[src/rtl/serial_frame_sync_classifier_macros.svh]
// ----------------------------------------------------------------------------
// serial frame sync classifier assertion macros
// shared property forms for the block's checks
// ----------------------------------------------------------------------------
`ifndef SERIAL_FRAME_SYNC_CLASSIFIER_MACROS_SVH
`define SERIAL_FRAME_SYNC_CLASSIFIER_MACROS_SVH

// same-cycle implication
`define SFSC_ASSERT_NOW(lbl, ante, cons, msg) \
  lbl: assert property (@(posedge clk) disable iff (rst) (ante) |-> (cons)) \
    else $error(msg);

// next-cycle implication
`define SFSC_ASSERT_NEXT(lbl, ante, cons, msg) \
  lbl: assert property (@(posedge clk) disable iff (rst) (ante) |=> (cons)) \
    else $error(msg);

`endif

[src/rtl/sfsc_pkg.sv]
// ----------------------------------------------------------------------------
// sfsc_pkg
// header bytes, guard byte and the fixed frame table of the classifier
// ----------------------------------------------------------------------------
package sfsc_pkg;

  localparam logic [7:0] HDR0        = 8'h55;
  localparam logic [7:0] HDR1        = 8'hAA;
  localparam logic [7:0] REPLY_GUARD = 8'h55;
  localparam int unsigned GUARD_SLOT = 6;

  localparam int unsigned NUM_FRAMES  = 8;
  localparam int unsigned CMP_BYTES   = 8;
  // the info query frame never rewrites the guard slot
  localparam int unsigned INFO_FRAME  = 1;

  typedef enum logic {
    REQ_BYTE     = 1'b0,
    REQ_CLASSIFY = 1'b1
  } req_t;

  localparam logic [7:0] FRAMES [NUM_FRAMES][CMP_BYTES] = '{
    '{8'h55, 8'hAA, 8'h00, 8'h00, 8'h00, 8'h00, 8'hFF, 8'h00},
    '{8'h55, 8'hAA, 8'h00, 8'h01, 8'h00, 8'h00, 8'h00, 8'h00},
    '{8'h55, 8'hAA, 8'h00, 8'h02, 8'h00, 8'h00, 8'h01, 8'h00},
    '{8'h55, 8'hAA, 8'h00, 8'h03, 8'h00, 8'h01, 8'h00, 8'h03},
    '{8'h55, 8'hAA, 8'h00, 8'h03, 8'h00, 8'h01, 8'h01, 8'h04},
    '{8'h55, 8'hAA, 8'h00, 8'h03, 8'h00, 8'h01, 8'h02, 8'h05},
    '{8'h55, 8'hAA, 8'h00, 8'h03, 8'h00, 8'h01, 8'h03, 8'h06},
    '{8'h55, 8'hAA, 8'h00, 8'h03, 8'h00, 8'h01, 8'h04, 8'h07}
  };

  // leading bytes compared per frame
  localparam logic [3:0] FRAME_LEN [NUM_FRAMES] = '{
    4'd7, 4'd7, 4'd7, 4'd8, 4'd8, 4'd8, 4'd8, 4'd8
  };

endpackage

[src/rtl/serial_frame_sync_classifier.sv]
// ----------------------------------------------------------------------------
// serial_frame_sync_classifier
// frame sync on received bytes and fixed frame classification
// ----------------------------------------------------------------------------
// Input channel: in_valid / in_stall with req_type and rx_byte. req_type 0
// delivers a received byte, req_type 1 asks to classify the held frame.
// Output channel: out_valid / out_stall with status and bytes_held, one
// result for every input transfer, showing the state after that item.
// The state registers double as the result register, and out_valid rises
// the cycle after the input transfer.
// Throughput is one item per cycle; the only limit is the single result
// register, so in_stall follows out_stall while a result is waiting.
// Only buffer bytes 0 to 7 are ever compared, so only those are kept;
// bytes stored further into the frame only advance the write index.
// Reset (rst, synchronous) clears the byte window, write index, buffer and
// status, and empties the result register. While the receiver stalls the
// result holds steady and no new input is taken.
// ----------------------------------------------------------------------------
`include "serial_frame_sync_classifier_macros.svh"

module serial_frame_sync_classifier #(
  parameter int unsigned FRAME_BYTES = 16
) (
  input  logic       clk,
  input  logic       rst,
  input  logic       in_valid,
  output logic       in_stall,
  input  logic       req_type,
  input  logic [7:0] rx_byte,
  output logic       out_valid,
  input  logic       out_stall,
  output logic [3:0] status,
  output logic [4:0] bytes_held
);

  localparam int unsigned IDX_W = $clog2(FRAME_BYTES + 1);

  logic             in_fire;
  logic [7:0]       last_byte;
  logic [IDX_W-1:0] write_index;
  logic [IDX_W-1:0] write_index_next;
  logic [7:0]       frame_store [sfsc_pkg::CMP_BYTES];
  logic [3:0]       status_code;
  logic [3:0]       status_code_next;
  logic             header_seen;
  logic             store_byte;
  logic             store_slot_ok;
  logic             guard_write;
  logic [sfsc_pkg::NUM_FRAMES-1:0] frame_hit;
  logic [31:0]      index_ext;

  assign in_stall = out_valid & out_stall;
  assign in_fire  = in_valid & ~in_stall;

  // byte path
  assign header_seen   = (last_byte == sfsc_pkg::HDR0) && (rx_byte == sfsc_pkg::HDR1);
  assign store_byte    = !header_seen && (write_index >= IDX_W'(2))
                         && (write_index < IDX_W'(FRAME_BYTES));
  assign store_slot_ok = (write_index < IDX_W'(sfsc_pkg::CMP_BYTES));

  always_comb begin
    if (header_seen) begin
      write_index_next = IDX_W'(2);
    end else if (store_byte) begin
      write_index_next = write_index + IDX_W'(1);
    end else begin
      write_index_next = '0;
    end
  end

  // frames differ in byte 3 or byte 6, so at most one can hit
  always_comb begin
    for (int k = 0; k < sfsc_pkg::NUM_FRAMES; k++) begin
      frame_hit[k] = 1'b1;
      for (int i = 0; i < sfsc_pkg::CMP_BYTES; i++) begin
        if ((4'(i) < sfsc_pkg::FRAME_LEN[k])
            && (frame_store[i] != sfsc_pkg::FRAMES[k][i])) begin
          frame_hit[k] = 1'b0;
        end
      end
    end
  end

  always_comb begin
    status_code_next = status_code;
    guard_write      = 1'b0;
    for (int k = 0; k < sfsc_pkg::NUM_FRAMES; k++) begin
      if (frame_hit[k]) begin
        status_code_next = 4'(k + 1);
        if (k != sfsc_pkg::INFO_FRAME) begin
          guard_write = 1'b1;
        end
      end
    end
  end

  always_ff @(posedge clk) begin
    if (rst) begin
      last_byte   <= '0;
      write_index <= '0;
      status_code <= '0;
      for (int i = 0; i < sfsc_pkg::CMP_BYTES; i++) begin
        frame_store[i] <= '0;
      end
    end else if (in_fire) begin
      unique case (sfsc_pkg::req_t'(req_type))
        sfsc_pkg::REQ_BYTE: begin
          last_byte   <= rx_byte;
          write_index <= write_index_next;
          if (header_seen) begin
            frame_store[0] <= sfsc_pkg::HDR0;
            frame_store[1] <= sfsc_pkg::HDR1;
          end else if (store_byte && store_slot_ok) begin
            frame_store[write_index[2:0]] <= rx_byte;
          end
        end
        sfsc_pkg::REQ_CLASSIFY: begin
          status_code <= status_code_next;
          if (guard_write) begin
            frame_store[sfsc_pkg::GUARD_SLOT] <= sfsc_pkg::REPLY_GUARD;
          end
        end
        default: begin
        end
      endcase
    end
  end

  always_ff @(posedge clk) begin
    if (rst) begin
      out_valid <= 1'b0;
    end else if (in_fire) begin
      out_valid <= 1'b1;
    end else if (!out_stall) begin
      out_valid <= 1'b0;
    end
  end

  assign index_ext  = 32'(write_index);
  assign status     = status_code;
  assign bytes_held = index_ext[4:0];

  `SFSC_ASSERT_NOW(a_status_range, 1'b1, status_code <= 4'd8,
    "status code out of range")
  `SFSC_ASSERT_NOW(a_index_range, 1'b1, write_index <= IDX_W'(FRAME_BYTES),
    "write index beyond frame length")
  `SFSC_ASSERT_NEXT(a_classify_keeps_index, in_fire && req_type,
    $stable(write_index), "classify moved the write index")
  `SFSC_ASSERT_NEXT(a_header_restarts,
    in_fire && !req_type && rx_byte == sfsc_pkg::HDR1 && last_byte == sfsc_pkg::HDR0,
    write_index == IDX_W'(2), "header transfer did not restart the frame")

endmodule

[config.mk]
export PLATFORM = sky130hd
export DESIGN_NAME = serial_frame_sync_classifier
export DESIGN_NICKNAME = d
export VERILOG_FILES = /design/src/rtl/sfsc_pkg.sv /design/src/rtl/serial_frame_sync_classifier.sv
export VERILOG_INCLUDE_DIRS = /design/src /design/src/rtl
export SDC_FILE = /design/constraint.sdc
export NUM_CORES = 1
export LEC_CHECK = 0
export ABC_AREA = 1
export BUFFER_PORTS_ARGS = -buffer_cell sky130_fd_sc_hd__buf_4
export CAP_MARGIN = 25
export CORE_ASPECT_RATIO = 1.2
export CORE_MARGIN = 3
export CORE_UTILIZATION = 45
export CTS_CLUSTER_DIAMETER = 200
export DETAILED_ROUTE_END_ITERATION = 10
export PLACE_DENSITY_LB_ADDON = 0.1
export SYNTH_ARGS = -nofsm -noshare
export SYNTH_HDL_FRONTEND = slang
export SYNTH_SLANG_ARGS = --single-unit
[constraint.sdc]
create_clock -name clk -period 3.1 [get_ports clk]
set_input_delay 0 -clock clk [delete_from_list [all_inputs] [get_ports clk]]
set_output_delay 0 -clock clk [all_outputs]
set_load 0.005 [all_outputs]
==> out/metrics.yaml <==
numCtsBuffers: 9
root_buffer: "clkbuf_8"
grt_max_degree: 19
vias: 3157
dieArea_sq_um: 10200
min_path_type: "in2reg"
rr_worst_depth: 10
drive_gt1_share_pct: 11.6
nets: 538
power_density_nw_per_um2: 454
drt_first_pass_iters: 4
maxSlewViolCount: 0
ios: 24
timing.rr.end: "frame_store[1][5]"
crit_cells: 10
n_antenna_cell: 0
grt.overflow.total: 0
clock_latency_ps: 340
clk_path_buf_depth: 2
io_buffers: 23
syn_area_per_cell_sq_um: 8.40
finalClockSkew_ps: 12.6
via_per_inst: 4.89
dp_hpwl_mm: 6.63
rsz0062_at_grt: "no"
place_congestion: 0.965
hold_end: "last_byte[0]"
syn_inst: 483
critical_path.max_stage_delay_ps: 330
num_rows: 37
area_growth_pct: 14.3
drtIter0Drc: 189
synth_cell_type_count: 28
slowest_stage: "nand2_1"
min_path_cells: 4
setup_viol: 0
ant_nets: 0
path_buf_inv: 2
power.total_w: 0.00211
fin_crit_ps: 2170
max-cap-violations: 0
hp-start: "rx_byte[0]"
htree_num_levels: 3
worstSetupPathType: "reg2reg"
routed_wl_mm: 9.11
clkSinkCount: 82
design.core.area_sq_um: 8660
clk_pin_slew_ps: 80
ctsResizeCount: 0
outcome: "complete, no violations"
cpMostUsedCell: "nand2_1"
post_drt_wl_per_cell_um: 14.1
grt_pass1_wl_mm: 15.0
rr_startpoint: "out_valid"
synth_warnings: 0
ir_drop_v: 0.000279
path_cells: "nand2_1 -> inv_2 -> nor2_1 -> nand2_1 -> buf_4 -> nor3_2 -> nand3_2 -> nor2_2 -> nand2_1 -> nand2_1"
grt_usage_pct: 19.6
die_y_um: 110
start_kind: "register"
worst_ep_arrival_time_ps: 2180
hold_buffers: 7
yosysSeqAreaShare_pct: 56.3
antenna_found_initial: 0
initial_utilization_pct: 46.9
finalSetupTns_ps: 0
worst_slew_pin_slew_ps: 447
cts_tree: "yes"
syn_nets: 498
finalHoldViolations: 0
crit_family: "simple AND/OR/NAND/NOR gates"
post_cts_buffers: 0
relSlewSlack_pct: 70.1
die_x_um: 92.7
required_ps: 3110
mostFrequentLayoutCells: "nor2_1, nand2_1, edfxtp_1, inv_1, nand3_1"
fin_util_pct: 53.5
yosys_register_bits: 82
crit_fanout: 17
min_period_over_period_pct: 69.9
rrSetupSlack_ps: 930
drc: 0
grt_pass1_vias: 3038
netlist_area_sq_um: 4060
layout_commonest_cell: "nor2_1"
p_leak_nw: 1.92
cp-end-kind: "register"
max_freq_mhz: 462
-- cell type report --
class                   instances  area, sq um
clock inverters                 5         55.1
multi-input cells             338         1530
well taps                     117          146
inverters                      59          221
repair buffers                 33          265
clock buffers                  11          131
flip-flops and latches         82         2280
fillers                       835         4020
-- report_power, final --
| part | internal [W] | switching, W |
|---|---|---|
| Clock | 0.000370 | 0.000366 |
| Combinational | 0.0000425 | 0.0000910 |
| Sequential | 0.00122 | 0.0000195 |
| Total | 0.00163 | 0.000477 |
-- flip-flops by register name, indices dropped and copies added (netlist names) --
name,count
status,4
out_valid,1
frame_store,64
bytes_held,5
last_byte,8
-- through the flow --
step	instance area [sq um]	setup slack, ps	hold WS (ps)	instances
2_1_floorplan	4060	1280	116	483
3_3_place_gp	4380	1010	263	622
3_5_place_dp	4380	960	268	622
4_1_cts	4640	938	104	645
5_1_grt	4640	667	110	645
6_report	4640	934	112	645
-- kinds of logic (layout without fill, tap and decap cells) --
logic type	after synthesis	in the layout	share of synthesized area, %
AND/OR/NAND/NOR	293	293	31.6
flip-flops	82	82	56.3
buffers and inverters	63	108	5.92
AO/OA/AOI/OAI	42	42	5.40
adder cells (fa/ha/maj)	2	2	0.617
XOR/XNOR	1	1	0.216
-- worst max-delay path by stage --
stage                      start           endpoint  slack (ps)
2_1_floorplan  frame_store[3][3]  frame_store[6][0]        1280
3_5_place_dp           out_valid  frame_store[1][5]         960
5_1_grt                out_valid  frame_store[3][4]         670
3_3_place_gp           out_valid  frame_store[1][1]        1010
6_report               out_valid  frame_store[1][5]         930
4_1_cts                out_valid  frame_store[1][5]         940
-- synthesized netlist by cell type --
cell type | instances | area (sq um)
nor2_1 | 135 | 507
nand2_1 | 89 | 334
edfxtp_1 | 64 | 1920
inv_1 | 51 | 191
nand3_1 | 27 | 135
o21ai_0 | 25 | 125
dfxtp_1 | 18 | 360
a21oi_1 | 15 | 75.1
nand4_1 | 14 | 87.6
nor3_1 | 6 | 30.0
nor2_2 | 5 | 31.3
clkinv_1 | 4 | 15.0
inv_2 | 4 | 15.0
nand2_2 | 4 | 25.0
clkbuf_1 | 3 | 11.3
nor2_4 | 3 | 33.8
ha_1 | 2 | 25.0
nand3_2 | 2 | 20.0
nand3b_1 | 2 | 15.0
nor3b_1 | 2 | 15.0
a31oi_1 | 1 | 6.26
buf_4 | 1 | 7.51
nand2_4 | 1 | 11.3
nor2_8 | 1 | 20.0
nor3_2 | 1 | 10.0
nor4_1 | 1 | 6.26
o211ai_2 | 1 | 12.5
xor2_1 | 1 | 8.76
-- routing by layer --
metal	share of wire (%)	GRT usage [%]	wire, um
met4	2.4	8.59	221
met5	0	0	0
met1	41	22.7	3740
met2	53	36.1	4860
met3	3.2	3.12	287
-- worst register-to-register path, stage by stage, from the launching register on --
cell     delay [ps]
dfxtp_1         320
nand2_1          90
inv_2            50
nor2_1           80
nand2_1          50
buf_4           180
nor3_2          140
nand3_2         130
nor2_2          230
nand2_1         240
nand2_1         330
(Power assumes the default switching activity.)
